**src/hdl/ufp_pkg.sv**
```systemverilog
// ufp_pkg: shared constants, codes and types of the uart frame parser
// no dependencies; used by every module of the block

package ufp_pkg;

	// frame layout
	localparam int MaxPayload = 16;
	localparam int StoreAw    = $clog2(MaxPayload);
	localparam int CountW     = $clog2(MaxPayload + 1);
	localparam logic [7:0] HdrByte = 8'hB7;
	localparam logic [7:0] TrlByte = 8'h98;

	// configuration register indexes
	localparam logic RegPickupEnable = 1'b0;

	// parser phases
	typedef enum logic [1:0] {
		PH_HUNT  = 2'd0,
		PH_COUNT = 2'd1,
		PH_DATA  = 2'd2,
		PH_TRAIL = 2'd3
	} phase_t;

	// result kinds
	typedef enum logic [1:0] {
		KIND_CONSUME = 2'd0,
		KIND_PAYLOAD = 2'd1,
		KIND_REJECT  = 2'd2
	} kind_t;

	// parser verdict on the current byte plus store read data
	typedef struct packed {
		kind_t             kind;
		logic [CountW-1:0] count;
		logic [7:0]        data;
	} ufp_res_t;

endpackage

```
**src/hdl/ufp_parser.sv**
```systemverilog
// ufp_parser: frame parsing state and the payload byte store
// depends on ufp_pkg

module ufp_parser (
	input  logic                         clk,
	input  logic                         arst_n,
	input  logic                         step,
	input  logic [7:0]                   rx_byte,
	input  logic [ufp_pkg::StoreAw-1:0]  rd_addr,
	output ufp_pkg::ufp_res_t            res
);

	ufp_pkg::phase_t             phase_q, phase_d;
	logic [ufp_pkg::CountW-1:0]  cnt_q, cnt_d;
	logic [ufp_pkg::CountW-1:0]  idx_q, idx_d;
	logic [ufp_pkg::CountW-1:0]  idx_inc;
	logic [7:0]                  store_q [ufp_pkg::MaxPayload];
	logic                        store_wr;
	logic                        store_clr;
	logic                        cnt_ok;

	assign idx_inc = idx_q + ufp_pkg::CountW'(1);
	assign cnt_ok  = (rx_byte >= 8'd1) && (rx_byte <= 8'(ufp_pkg::MaxPayload));

	// next state of the frame sequencer
	always_comb begin
		phase_d   = phase_q;
		cnt_d     = cnt_q;
		idx_d     = idx_q;
		store_wr  = 1'b0;
		store_clr = 1'b0;
		case (phase_q)
			ufp_pkg::PH_HUNT: begin
				if (rx_byte == ufp_pkg::HdrByte)
					phase_d = ufp_pkg::PH_COUNT;
			end
			ufp_pkg::PH_COUNT: begin
				if (cnt_ok) begin
					cnt_d   = ufp_pkg::CountW'(rx_byte);
					idx_d   = '0;
					phase_d = ufp_pkg::PH_DATA;
				end else begin
					phase_d = ufp_pkg::PH_HUNT;
				end
			end
			ufp_pkg::PH_DATA: begin
				if (rx_byte == ufp_pkg::TrlByte) begin
					idx_d = '0;
				end else begin
					store_wr = (idx_q < ufp_pkg::CountW'(ufp_pkg::MaxPayload));
					idx_d    = idx_inc;
					if (idx_inc >= cnt_q)
						phase_d = ufp_pkg::PH_TRAIL;
				end
			end
			ufp_pkg::PH_TRAIL: begin
				phase_d   = ufp_pkg::PH_HUNT;
				idx_d     = '0;
				store_clr = (rx_byte != ufp_pkg::TrlByte);
			end
			default: phase_d = ufp_pkg::PH_HUNT;
		endcase
	end

	// verdict for the byte at hand
	always_comb begin
		res.kind  = ufp_pkg::KIND_CONSUME;
		res.count = cnt_q;
		res.data  = store_q[rd_addr];
		if (phase_q == ufp_pkg::PH_TRAIL) begin
			if (rx_byte == ufp_pkg::TrlByte)
				res.kind = ufp_pkg::KIND_PAYLOAD;
			else
				res.kind = ufp_pkg::KIND_REJECT;
		end
	end

	// sequencer registers
	always_ff @(posedge clk or negedge arst_n) begin
		if (!arst_n) begin
			phase_q <= ufp_pkg::PH_HUNT;
			cnt_q   <= '0;
			idx_q   <= '0;
		end else if (step) begin
			phase_q <= phase_d;
			cnt_q   <= cnt_d;
			idx_q   <= idx_d;
		end
	end

	// payload store, cleared on reset and on a rejected frame
	always_ff @(posedge clk or negedge arst_n) begin
		if (!arst_n) begin
			for (int i = 0; i < ufp_pkg::MaxPayload; i++)
				store_q[i] <= '0;
		end else if (step && store_clr) begin
			for (int i = 0; i < ufp_pkg::MaxPayload; i++)
				store_q[i] <= '0;
		end else if (step && store_wr) begin
			store_q[idx_q[ufp_pkg::StoreAw-1:0]] <= rx_byte;
		end
	end

endmodule

```
**src/hdl/ufp_emit.sv**
```systemverilog
// ufp_emit: result register and the payload burst sequencer
// depends on ufp_pkg; reads the store through ufp_parser

module ufp_emit (
	input  logic                         clk,
	input  logic                         arst_n,
	input  logic                         step,
	input  ufp_pkg::ufp_res_t            res,
	input  logic                         pickup_en,
	output logic [ufp_pkg::StoreAw-1:0]  rd_addr,
	output logic                         busy,
	output logic                         load_en,
	output logic                         out_valid,
	input  logic                         out_ready,
	output logic [1:0]                   kind,
	output logic [3:0]                   byte_index,
	output logic [7:0]                   payload_byte,
	output logic                         last,
	output logic                         pickup
);

	logic                         out_valid_q;
	logic                         burst_q;
	logic [ufp_pkg::StoreAw-1:0]  emit_idx_q;
	ufp_pkg::kind_t               kind_q;
	logic [3:0]                   byte_index_q;
	logic [7:0]                   payload_q;
	logic                         last_q;
	logic                         pickup_q;
	logic                         burst_last;

	assign load_en    = !out_valid_q || out_ready;
	assign busy       = burst_q;
	assign rd_addr    = burst_q ? emit_idx_q : '0;
	assign burst_last = (ufp_pkg::CountW'(emit_idx_q) + ufp_pkg::CountW'(1)) == res.count;

	// control: valid flag and burst position
	always_ff @(posedge clk or negedge arst_n) begin
		if (!arst_n) begin
			out_valid_q <= 1'b0;
			burst_q     <= 1'b0;
			emit_idx_q  <= '0;
		end else if (step) begin
			out_valid_q <= 1'b1;
			burst_q     <= (res.kind == ufp_pkg::KIND_PAYLOAD) &&
			               (res.count != ufp_pkg::CountW'(1));
			emit_idx_q  <= ufp_pkg::StoreAw'(1);
		end else if (burst_q && load_en) begin
			out_valid_q <= 1'b1;
			burst_q     <= !burst_last;
			emit_idx_q  <= emit_idx_q + ufp_pkg::StoreAw'(1);
		end else if (out_ready) begin
			out_valid_q <= 1'b0;
		end
	end

	// result beat fields
	always_ff @(posedge clk) begin
		if (step) begin
			kind_q <= res.kind;
			if (res.kind == ufp_pkg::KIND_PAYLOAD) begin
				byte_index_q <= '0;
				payload_q    <= res.data;
				last_q       <= (res.count == ufp_pkg::CountW'(1));
				pickup_q     <= pickup_en;
			end else begin
				byte_index_q <= '0;
				payload_q    <= '0;
				last_q       <= 1'b1;
				pickup_q     <= 1'b0;
			end
		end else if (burst_q && load_en) begin
			kind_q       <= ufp_pkg::KIND_PAYLOAD;
			byte_index_q <= 4'(emit_idx_q);
			payload_q    <= res.data;
			last_q       <= burst_last;
			pickup_q     <= pickup_en;
		end
	end

	assign out_valid    = out_valid_q;
	assign kind         = kind_q;
	assign byte_index   = byte_index_q;
	assign payload_byte = payload_q;
	assign last         = last_q;
	assign pickup       = pickup_q;

endmodule

```
**src/hdl/uart_frame_parser_unit.sv**
```systemverilog
// uart_frame_parser_unit: top level of the header/count/trailer frame parser
// depends on ufp_pkg, ufp_parser, ufp_emit
//
// Usage:
// - input channel (in_valid/in_ready, rx_byte) takes one received byte per beat
// - output channel (out_valid/out_ready) gives kind, byte_index, payload_byte,
//   last and pickup; every input byte yields one beat, except a valid trailer,
//   which yields one beat per stored payload byte, the final one with last set
// - an input register feeds the parser; results come from a result register
// - throughput is one byte per cycle while out_ready stays high and no burst
//   runs; after the trailer of a frame the parser holds while the burst drains
//   from the 16-entry store, and the input register can still take one more
//   byte then
// - when out_ready is low the result register holds and the input register
//   takes one byte, then in_ready drops until the receiver moves again
// - pickup_enable sits at APB address 0; the user must write it only while idle, the block does not enforce this
// - reset clears the parser to header hunting, empties both registers,
//   zeroes the payload store and clears pickup_enable

module uart_frame_parser_unit (
	input  logic        clk,
	input  logic        arst_n,
	input  logic        in_valid,
	output logic        in_ready,
	input  logic [7:0]  rx_byte,
	output logic        out_valid,
	input  logic        out_ready,
	output logic [1:0]  kind,
	output logic [3:0]  byte_index,
	output logic [7:0]  payload_byte,
	output logic        last,
	output logic        pickup,
	input  logic        psel,
	input  logic        penable,
	input  logic        pwrite,
	input  logic [2:0]  paddr,
	input  logic [31:0] pwdata,
	output logic [31:0] prdata,
	output logic        pready
);

	logic                         valid_s1;
	logic [7:0]                   byte_s1;
	logic                         step;
	logic                         busy;
	logic                         load_en;
	logic                         pickup_en_q;
	logic [ufp_pkg::StoreAw-1:0]  rd_addr;
	ufp_pkg::ufp_res_t            res;

	// input register advance
	assign step     = valid_s1 && !busy && load_en;
	assign in_ready = !valid_s1 || step;

	always_ff @(posedge clk or negedge arst_n) begin
		if (!arst_n) begin
			valid_s1 <= 1'b0;
		end else if (in_ready) begin
			valid_s1 <= in_valid;
		end
	end

	always_ff @(posedge clk) begin
		if (in_valid && in_ready)
			byte_s1 <= rx_byte;
	end

	// configuration register
	assign pready = 1'b1;

	always_ff @(posedge clk or negedge arst_n) begin
		if (!arst_n) begin
			pickup_en_q <= 1'b0;
		end else if (psel && penable && pwrite && pready &&
		             paddr[2] == ufp_pkg::RegPickupEnable) begin
			pickup_en_q <= pwdata[0];
		end
	end

	always_comb begin
		prdata = '0;
		if (paddr[2] == ufp_pkg::RegPickupEnable)
			prdata[0] = pickup_en_q;
	end

	// parser and result stage
	ufp_parser u_parser (
		.clk     (clk),
		.arst_n  (arst_n),
		.step    (step),
		.rx_byte (byte_s1),
		.rd_addr (rd_addr),
		.res     (res)
	);

	ufp_emit u_emit (
		.clk          (clk),
		.arst_n       (arst_n),
		.step         (step),
		.res          (res),
		.pickup_en    (pickup_en_q),
		.rd_addr      (rd_addr),
		.busy         (busy),
		.load_en      (load_en),
		.out_valid    (out_valid),
		.out_ready    (out_ready),
		.kind         (kind),
		.byte_index   (byte_index),
		.payload_byte (payload_byte),
		.last         (last),
		.pickup       (pickup)
	);

endmodule

```
**config.mk**
```make
export PLATFORM = sky130hd
export DESIGN_NAME = uart_frame_parser_unit
export DESIGN_NICKNAME = d
export VERILOG_FILES = /design/src/hdl/ufp_pkg.sv /design/src/hdl/ufp_parser.sv /design/src/hdl/ufp_emit.sv /design/src/hdl/uart_frame_parser_unit.sv
export SDC_FILE = /design/constraint.sdc
export NUM_CORES = 1
export LEC_CHECK = 0
export BUFFER_PORTS_ARGS = -buffer_cell sky130_fd_sc_hd__buf_2
export CAP_MARGIN = 30
export CORE_MARGIN = 4
export CORE_UTILIZATION = 53
export DETAILED_ROUTE_END_ITERATION = 10
export PLACE_DENSITY = 0.76
export SYNTH_ARGS = -nofsm -noshare
export SYNTH_HDL_FRONTEND = slang
export SYNTH_SLANG_ARGS = --single-unit
```
**constraint.sdc**
```tcl
create_clock -name clk -period 2.2 [get_ports clk]
set_input_delay 0.44 -clock clk [delete_from_list [all_inputs] [get_ports clk]]
set_output_delay 0.44 -clock clk [all_outputs]
set_load 0.03 [all_outputs]
```
==> results.py, run 1 <==
metrics = {
    "setup_path": {
        "ff2ff_path_depth": 5,
        "cp.required_ns": 2.51,
        "cp-start-kind": "register",
        "crit_path_end": "u_parser.cnt_q[4]",
        "path_max_fanout": 6,
        "cp.arrival_ns": 2.43,
        "critPathSlowestCell": "or4_1",
        "crit_start": "byte_s1[2]",
        "max_stage_delay_ns": 0.47,
        "cp-end-kind": "register",
        "worstSetupPathType": "reg -> reg",
        "r2r-end": "u_parser.cnt_q[4]",
        "rrSetupSlack_ns": 0.08,
        "r2r_start": "byte_s1[2]",
        "path_cells": "nor4_2 -> xor2_1 -> or4_1 -> or3_4 -> mux2_1",
    },
    "final_layout": {
        "drive_gt1_frac": 0.1641,
        "n_antenna_cell": 0,
        "fin_util": 0.6153,
        "fin_nets": 949,
        "area_growth_pct": 12.95,
        "fin_cells": 1118,
        "stdcell_area_um2": 9846,
        "final_cell_mix": "146 x dfrtp_1, 139 x nand3_1, 122 x o21ai_1",
        "final_common_cell": "dfrtp_1",
        "fill_cells": 1333,
    },
    "logic_synthesis": {
        "synth_top_area_share": 0.4249,
        "synth_edf_count": 20,
        "synth_cell_types": 53,
        "async_flop_share": 0.8605,
        "yosys.area.top_type": "dfrtp_1",
        "syn_inst": 861,
        "synth_area_leaders": "dfrtp_1 42%, nand3_1 8.0%, o21ai_1 7.1%, edfxtp_1 6.9%, mux2i_1 5.6%",
        "ys_warn_count": 0,
        "ys_seq_elements": 172,
        "seq_area_frac_synth": 0.5029,
        "netlist_area_um2": 8717,
        "synthFlopType": "dfrtp_1",
        "syn_area_per_cell_um2": 10.12,
    },
    "global_routing": {
        "antenna_found_initial": 1,
        "grt_overflow": 0,
        "grt_pass1_wl_mm": 33.22,
        "grt_pass1_vias": 6191,
        "track_usage": 0.2311,
        "grt_max_degree": 60,
    },
    "routing": {
        "drc": 0,
        "wirelength_mm": 20.31,
        "wl_met1_mm": 8.939,
        "vias": 6576,
        "ant_nets": 0,
        "wire_per_inst_um": 18.17,
        "wl_met2_mm": 9.775,
        "met3WireLength_mm": 1.301,
        "dr.pass1.iters": 5,
        "routed_via_density": 5.882,
        "drt_iter0_markers": 678,
        "routed.top_layer": "met5",
    },
    "pwr": {
        "vdd_drop_max_uv": 645.5,
        "p_leak_nw": 4.359,
        "power_density_nw_per_um2": 919.0,
    },
    "floorplanning": {
        "rows": 46,
        "top_level_ports": 101,
        "coreArea_um2": 16000,
        "die_w_um": 136.2,
        "start_util": 0.5448,
        "die_area_um2": 18560,
        "die_h_um": 136.2,
    },
    "place": {
        "hpwl_mm": 13.20,
        "portBuffers": 35,
        "dpl_cell_area_um2": 9173,
        "place_ws_ns": -0.02066,
        "dp_cells": 1082,
        "place.gp.congestion": 0.8396,
    },
    "run_status": {
        "outcome": "complete, no violations",
    },
    "cts": {
        "clk_pin_slew_ns": 0.06,
        "h-tree-depth": 4,
        "clock_latency_ns": 0.43,
        "cts_buffers": 17,
        "cts_tree": "built",
        "clk_path_buf_depth": 2,
        "cts.root.buffer_cell": "clkbuf_16",
        "cts_sinks": 172,
    },
    "timing": {
        "finClkSkew_ns": 0.007643,
        "fin_ws_ns": 0.08202,
        "worstMarginPinSlew_ns": 0.6013,
        "period_needed_ns": 2.118,
        "relSlewSlack": 0.5987,
        "period_share": 0.9627,
        "setup_viol": 0,
        "finalHoldViolations": 0,
        "fin_tns_setup_ns": 0,
        "timing.fmax_mhz": 472.1,
        "slew_violations": 0,
    },
    "min_path": {
        "hp-start": "rx_byte[5]",
        "hp-class": "in -> reg",
    },
    "run": {
        "timing.max_cap.violations": 0,
    },
}
final cells by class:
class	instances	area, um2	area share
multi-input combinational	592	3722	0.3781
timing repair buffer	96	837.1	0.08502
sequential	172	4387	0.4455
clock buffer	19	442.9	0.04499
clock inverter	13	148.9	0.01512
inverter	10	37.54	0.003812
tap	216	270.3	0.02745
power breakdown:
part	switching, W	leakage (nW)	internal [W]
logic	0.00156	1.82	0.000995
clock network	0.00122	0.285	0.00180
registers	0.000109	2.25	0.00337
total	0.00289	4.36	0.00616
timing repair:
action                     4_1_cts  5_1_grt
gates resized for setup          1        4
setup endpoints to repair        5       25
buffers inserted                 0        3
pin swaps                        0        3
hold endpoints to repair        27        0
hold buffers                     1        0
stage by stage:
| stage | power [W] | hold slack (ns) |
|---|---|---|
| CTS | 0.009045 | 0.1689 |
| global placement | 0.006020 | 0.3438 |
| global route | 0.009393 | 0.1643 |
| finish | 0.009049 | 0.1780 |
| detailed placement | 0.006041 | 0.3460 |
| floorplan | 0.005224 | 0.1444 |
worst max-delay path: cells and delay by family, from the launching register on:
family | cells | cell delay, ns
DFF | 1 | 0.42
xor gates and xnor gates | 1 | 0.09
muxes | 1 | 0.33
and+or+nand+nor | 3 | 1.15
registers in the layout (all words and copies together), names as in the netlist, named ones only:
| register | count |
|---|---|
| u_parser.phase_q | 1 |
| u_emit.busy | 1 |
| u_emit.payload_byte | 8 |
| valid_s1 | 1 |
| u_parser.store_q | 128 |
| byte_s1 | 8 |
| u_emit.last | 1 |
| u_emit.out_valid | 1 |
| u_emit.kind | 2 |
| u_parser.idx_q | 5 |
| u_emit.emit_idx_q | 4 |
| u_parser.cnt_q | 5 |
| u_emit.byte_index | 4 |
| pickup_en_q | 1 |
| u_emit.pickup | 1 |
synthesized netlist by cell type (8+ instances only):
cell type,number
a21oi_1,13
buf_2,34
buf_4,35
buf_6,12
clkbuf_1,31
dfrtp_1,148
edfxtp_1,20
ha_1,10
inv_1,9
mux2i_1,49
mux4_2,8
nand2_1,61
nand3_1,139
nor2b_1,11
o21ai_0,21
o21ai_1,123
o22a_1,16
o22ai_1,16
o2bb2ai_1,8
or4_1,14
logic make-up after synthesis:
family | share of synthesized area
and+or+nand+nor | 0.1569
xor gates and xnor gates | 0.009042
muxes | 0.08727
adders and majority gates | 0.01550
buffers and inverters | 0.08497
DFF | 0.5029
other | 0.0008615
AOI/OAI and AO/OA | 0.1425
worst min-delay path by stage:
stage	to	slack [ns]	depth (start not counted)
after CTS	byte_s1[5]	0.17	1
after global routing	byte_s1[3]	0.16	1
after floorplan	asynchronous set/reset pin	0.14	0
after global placement	u_parser.store_q[85]	0.34	1
final	byte_s1[5]	0.18	1
after detailed placement	u_parser.store_q[85]	0.35	1
layer usage:
metal  global-route usage  up-vias
met3              0.03923       25
met4              0.07111        2
met2               0.3674      214
met5                    0        -
li1                     -     3117
met1               0.3264     3218
Power figures use the tool's default switching activity.
==> inputs of run 2 (changes only) <==
--- a/config.mk
+++ b/config.mk
@@ -5,12 +5,14 @@
 export SDC_FILE = /design/constraint.sdc
 export NUM_CORES = 1
 export LEC_CHECK = 0
+export ABC_AREA = 1
 export BUFFER_PORTS_ARGS = -buffer_cell sky130_fd_sc_hd__buf_2
 export CAP_MARGIN = 30
 export CORE_MARGIN = 4
-export CORE_UTILIZATION = 53
+export CORE_UTILIZATION = 54
 export DETAILED_ROUTE_END_ITERATION = 10
-export PLACE_DENSITY = 0.76
+export PLACE_DENSITY = 0.77
+export SLEW_MARGIN = 20
 export SYNTH_ARGS = -nofsm -noshare
 export SYNTH_HDL_FRONTEND = slang
 export SYNTH_SLANG_ARGS = --single-unit
==> run 2 against run 1 <==
Sequential share of layout area decreased by 2.7 points. Register-to-register slack improved by 0.12 ns. Sequential power grew 11%. Via count rose by 19%. Design area increased by 6.5%. Critical endpoint is now u_emit.payload_byte[6]. Highest routed layer is now met4.
==> results.py, run 2 <==
metrics = {
    "run_status": {
        "outcome": "complete, no violations",
    },
    "logic_synthesis": {
        "netlist_area_um2": 9553,
        "synth_cell_types": 40,
        "synth_area_leaders": "dfrtp_1 39%, nand3_1 11%, nand2_1 9.3%, edfxtp_1 6.3%, inv_1 5.0%",
        "synth_edf_count": 20,
        "syn_inst": 1173,
        "yosys.area.top_type": "dfrtp_1",
        "syn_area_per_cell_um2": 8.144,
        "seq_area_frac_synth": 0.4589,
        "synth_most_common_cell": "nand2_1",
        "synth_top_area_share": 0.3877,
        "async_flop_share": 0.8605,
        "synthTopCellsByCount": "236 x nand2_1, 217 x nand3_1, 148 x dfrtp_1",
        "ys_seq_elements": 172,
        "ys_warn_count": 0,
        "synthFlopType": "dfrtp_1",
    },
    "global_routing": {
        "grt_pass1_vias": 7246,
        "grt_max_degree": 64,
        "grt_overflow": 0,
        "grt_pass1_wl_mm": 37.05,
        "track_usage": 0.2356,
        "antenna_found_initial": 0,
    },
    "timing": {
        "setup_viol": 0,
        "rsz0062_at_grt": "false",
        "relSlewSlack": 0.5330,
        "finalHoldViolations": 0,
        "worstMarginPinSlew_ns": 0.7005,
        "period_share": 0.9102,
        "fin_tns_setup_ns": 0,
        "slew_violations": 0,
        "finClkSkew_ns": 0.01074,
        "timing.fmax_mhz": 499.4,
        "period_needed_ns": 2.002,
    },
    "floorplanning": {
        "rows": 48,
        "coreArea_um2": 17300,
        "top_level_ports": 101,
        "die_h_um": 141.0,
        "start_util": 0.5523,
        "die_area_um2": 19880,
        "die_w_um": 141.0,
    },
    "pwr": {
        "vdd_drop_max_uv": 712.9,
        "power_density_nw_per_um2": 1068,
        "p_leak_nw": 5.063,
    },
    "final_layout": {
        "final_common_cell": "nand2_1",
        "largest-register": "u_parser.store_q",
        "fin_cells": 1427,
        "n_antenna_cell": 0,
        "drive_gt1_frac": 0.1556,
        "fin_nets": 1249,
        "area_growth_pct": 9.758,
        "regArea_um2": 4384,
        "final_cell_mix": "235 x nand2_1, 216 x nand3_1, 148 x dfrtp_1",
        "multiInputGateArea_um2": 4108,
        "largest_reg_flops": 128,
        "fill_cells": 1516,
    },
    "cts": {
        "cts_tree": "built",
        "clk_path_buf_depth": 2,
        "h-tree-depth": 4,
        "clk_pin_slew_ns": 0.07,
        "clock_latency_ns": 0.44,
        "cts.root.buffer_cell": "clkbuf_16",
        "cts_sinks": 172,
        "cts_buffers": 17,
    },
    "setup_path": {
        "rrSetupSlack_ns": 0.20,
        "path_max_fanout": 38,
        "cp.arrival_ns": 2.26,
        "cp.required_ns": 2.46,
        "crit_start": "u_emit.busy",
        "cp-end-kind": "register",
        "ff2ff_path_depth": 8,
        "r2r_start": "u_emit.busy",
        "cp-start-kind": "register",
        "worstSetupPathType": "reg -> reg",
        "crit_path_end": "u_emit.payload_byte[6]",
        "r2r-end": "u_emit.payload_byte[6]",
    },
    "place": {
        "hpwl_mm": 14.85,
        "portBuffers": 35,
        "dp_cells": 1394,
        "place.gp.congestion": 0.8825,
    },
    "routing": {
        "dr.pass1.iters": 5,
        "drt_iter0_markers": 676,
        "routed_via_density": 5.465,
        "ant_nets": 0,
        "wirelength_mm": 22.76,
        "wire_per_inst_um": 15.95,
        "vias": 7798,
        "drc": 0,
    },
    "run": {
        "timing.max_cap.violations": 0,
    },
    "min_path": {
        "hp-class": "in -> reg",
    },
}
==> run 2: cell count changes in the layout (fill, tap and decap cells not counted), moves of 23 or more <==
cell	previous run	this run
o21ai_1	122	59
inv_1	9	126
nand3_2	0	28
nor2_1	6	66
nand2_1	61	235
mux2i_1	49	0
buf_4	45	22
nand3_1	139	216
==> run 2: cell families (layout without fill, tap and decap cells) <==
family          Yosys count  count (layout)  share of synthesized area
simple gates            605             605                     0.3201
compound gates          139             139                    0.07990
xor+xnor                  3               3                   0.002751
flops                   172             172                     0.4589
other cells               2              32                  0.0007861
fa+ha+maj                10              10                    0.01310
buf+inv                 242             241                     0.1244
==> run 2: metrics by stage <==
stage	util	power, W	cell area (um2)	setup WS, ns	hold WS [ns]
2_1_floorplan	-	0.006841	9666	0.4557	0.1444
3_3_place_gp	0.5688	0.007874	9838	0.2304	0.2665
3_5_place_dp	0.5688	0.007965	9838	0.1698	0.2692
4_1_cts	0.6060	0.01124	10480	0.1932	0.1580
5_1_grt	0.6062	0.01188	10490	0.004385	0.1649
6_report	0.6062	0.01120	10490	0.1976	0.1687
==> run 2: worst min path at each step <==
| stage | from | endpoint | slack (ns) | depth (start not counted) |
|---|---|---|---|---|
| after floorplan | arst_n | asynchronous set/reset pin | 0.14 | 0 |
| final | rx_byte[1] | byte_s1[1] | 0.17 | 1 |
| after global routing | rx_byte[1] | byte_s1[1] | 0.16 | 1 |
| after CTS | rx_byte[1] | byte_s1[1] | 0.16 | 1 |
| after global placement | arst_n | u_parser.store_q[25] | 0.27 | 1 |
| after detailed placement | arst_n | u_parser.store_q[25] | 0.27 | 1 |
==> run 2: area by class of cell <==
cell class	count	share of cell area
flip-flops and latches	172	0.4181
inverters	142	0.05167
clock buffers	18	0.04093
repair buffers	67	0.05119
clock inverters	14	0.01945
well taps	225	0.02685
multi-input cells	789	0.3918
==> run 2: per-layer routing <==
| metal | global-route usage | wire (um) | share of wire |
|---|---|---|---|
| met3 | 0.04885 | 1369 | 0.060 |
| met5 | 0 | 0 | 0 |
| met1 | 0.3096 | 9659 | 0.42 |
| met2 | 0.3879 | 11170 | 0.49 |
| met4 | 0.08516 | 561 | 0.025 |
==> run 2: repair_timing <==
item / CTS / global route
buffers inserted: 0 / 0
resized for setup: 0 / 1
hold endpoints to repair: 9 / 0
hold buffers: 1 / 0
endpoints found under the setup margin: 0 / 1
==> run 2: worst max-delay path, cell delays in order (launching register included) <==
cell and delay [ns]:
dfrtp_1 0.49, nand2_2 0.20, buf_4 0.40, nand2_1 0.10, nand2_1 0.10, nand2_1 0.05
nand3_1 0.11, nand3_1 0.12, a21oi_1 0.23
==> run 2: power breakdown <==
group | switching [W] | internal, W | total (W) | leakage, nW
clock network | 0.00134 | 0.00193 | 0.00327 | 0.311
registers | 0.000223 | 0.00362 | 0.00385 | 2.27
logic | 0.00287 | 0.00122 | 0.00409 | 2.48
total | 0.00443 | 0.00677 | 0.0112 | 5.06
==> inputs of run 3 (changes only) <==
--- a/config.mk
+++ b/config.mk
@@ -11,7 +11,7 @@
 export CORE_MARGIN = 4
 export CORE_UTILIZATION = 54
 export DETAILED_ROUTE_END_ITERATION = 10
-export PLACE_DENSITY = 0.77
+export PLACE_DENSITY = 0.89
 export SLEW_MARGIN = 20
 export SYNTH_ARGS = -nofsm -noshare
 export SYNTH_HDL_FRONTEND = slang
==> run 3 against run 2 <==
Combinational power hardly changed. Sequential power hardly changed. Highest routed layer unchanged. Critical path type unchanged. Critical endpoint is now u_emit.payload_byte[4]. Non-clock buffer count is 1 lower.
==> results.py, run 3 (synthesis gave the netlist of run 2 again) <==
metrics = {
    "run_status": {
        "outcome": "complete, no violations",
    },
    "min_path": {
        "hp-class": "in -> reg",
    },
    "cts": {
        "cts.root.buffer_cell": "clkbuf_16",
        "h-tree-depth": 4,
        "clock_latency_ns": 0.44,
        "cts_buffers": 17,
        "clk_path_buf_depth": 2,
        "clk_pin_slew_ns": 0.07,
        "cts_sinks": 172,
        "cts_tree": "built",
        "cts_repair_resize_count": 0,
    },
    "timing": {
        "holdWs_ns": 0.1676,
        "period_share": 0.9328,
        "relSlewSlack": 0.5994,
        "slew_violations": 0,
        "worstMarginPinSlew_ns": 0.6002,
        "timing.fmax_mhz": 487.3,
        "finClkSkew_ns": 0.007966,
        "setup_viol": 0,
        "period_needed_ns": 2.052,
        "fin_tns_setup_ns": 0,
        "rsz0062_at_grt": "false",
        "finalHoldViolations": 0,
    },
    "pwr": {
        "power.internal_w": 0.006400,
        "power_frac_clock": 0.264,
        "p_sw_w": 0.004405,
        "power_density_nw_per_um2": 1042,
        "p_leak_nw": 4.994,
        "p_sw_frac": 0.4077,
        "pwr-share-comb": 0.380,
        "seq_power_share": 0.356,
        "vdd_drop_max_uv": 723.6,
    },
    "routing": {
        "drt_iter0_markers": 824,
        "met3WireLength_mm": 1.498,
        "wire_per_inst_um": 15.79,
        "routed.top_layer": "met4",
        "routed_via_density": 5.489,
        "wl_met1_mm": 9.173,
        "wl_met2_mm": 10.96,
        "vias": 7828,
        "ant_nets": 0,
        "drc": 0,
        "dr.pass1.iters": 5,
        "wirelength_mm": 22.51,
    },
    "setup_path": {
        "cp.required_ns": 2.44,
        "cp-end-kind": "register",
        "rrSetupSlack_ns": 0.15,
        "worstSetupPathType": "reg -> reg",
        "path_max_fanout": 16,
        "cp.arrival_ns": 2.30,
        "cp-start-kind": "register",
    },
    "final_layout": {
        "area_growth_pct": 8.500,
        "final_cell_mix": "235 x nand2_1, 216 x nand3_1, 148 x dfrtp_1",
        "n_antenna_cell": 0,
        "largest_reg_flops": 128,
        "fin_nets": 1248,
        "drive_gt1_frac": 0.1524,
        "fill_cells": 1460,
        "largest-register": "u_parser.store_q",
        "final_common_cell": "nand2_1",
    },
    "floorplanning": {
        "die_h_um": 141.0,
        "coreArea_um2": 17300,
        "start_util": 0.5523,
        "die_w_um": 141.0,
        "die_area_um2": 19880,
        "top_level_ports": 101,
        "rows": 48,
    },
    "global_routing": {
        "antenna_found_initial": 0,
        "grt_pass1_vias": 7571,
        "grt_pass1_wl_mm": 37.09,
        "track_usage": 0.2342,
        "grt_max_degree": 91,
        "grt_overflow": 0,
    },
    "place": {
        "hpwl_mm": 14.62,
        "place.gp.congestion": 0.9012,
        "portBuffers": 35,
    },
    "run": {
        "timing.max_cap.violations": 0,
    },
}
## run 3: changes by cell type in the layout (fill, tap and decap cells not counted)
| cell | previous run | this run |
|---|---|---|
| buf_12 | 9 | 7 |
| buf_4 | 22 | 23 |
| bufinv_16 | 4 | 1 |
| clkinv_1 | 1 | 3 |
| clkinv_2 | 1 | 2 |
| clkinvlp_4 | 1 | 5 |
| inv_1 | 126 | 127 |
| inv_6 | 7 | 2 |
## run 3: metrics by stage
step	instances	cell area, um2	power [W]	setup WS [ns]	util
after floorplan	1203	9666	0.006841	0.4557	-
after global placement	1393	9806	0.007831	0.2774	0.5669
after detailed placement	1393	9806	0.007947	0.2069	0.5669
after CTS	1426	10360	0.01079	0.1818	0.5992
after global routing	1426	10360	0.01144	0.01222	0.5992
final	1426	10360	0.01081	0.1479	0.5992
## run 3: final cells by class
type | instances | area [um2] | share of cell area
well taps | 225 | 281.5 | 0.02716
clock buffers | 18 | 429.2 | 0.04141
clock inverters | 14 | 120.1 | 0.01159
flip-flops and latches | 172 | 4384 | 0.4230
repair buffers | 66 | 504.2 | 0.04865
inverters | 142 | 538.0 | 0.05191
multi-input cells | 789 | 4108 | 0.3963
## run 3: final timing paths
kind	start	endpoint	cells past startpoint
worst max-delay path	u_emit.busy	u_emit.payload_byte[4]	6
worst min-delay path	rx_byte[5]	byte_s1[5]	1
worst max register to register	u_emit.busy	u_emit.payload_byte[4]	6
worst min register to register	u_emit.byte_index[0]	u_emit.byte_index[0]	2
max in group asynchronous	arst_n	u_parser.store_q[59]	3
min in group asynchronous	arst_n	u_parser.store_q[26]	2
## run 3: power by group through the flow
| stage | sequential (W) | combinational, W | clock [W] |
|---|---|---|---|
| 4_1_cts | 0.00385 | 0.00407 | 0.00287 |
| 3_5_place_dp | 0.00390 | 0.00404 | 0 |
| 2_1_floorplan | 0.00416 | 0.00268 | 0 |
| 6_report | 0.00385 | 0.00410 | 0.00285 |
| 5_1_grt | 0.00389 | 0.00456 | 0.00300 |
| 3_3_place_gp | 0.00389 | 0.00394 | 0 |
## run 3: metal layers
metal	vias to the layer above	global-route usage
met5	-	0
met4	0	0.1152
met3	58	0.06343
met2	293	0.3747
met1	3687	0.2949
li1	3790	-
## run 3: what timing repair did
item / CTS / global route
hold endpoints to repair: 36 / 0
buffers inserted: 0 / 0
hold buffers: 1 / 0
## run 3: worst max-delay path, stage by stage (launching register included)
cell and delay, ns:
dfrtp_1 0.53, nand2_1 0.17, inv_1 0.46, o211ai_1 0.18, nand3_1 0.16, nand3_1 0.11
a21oi_1 0.24
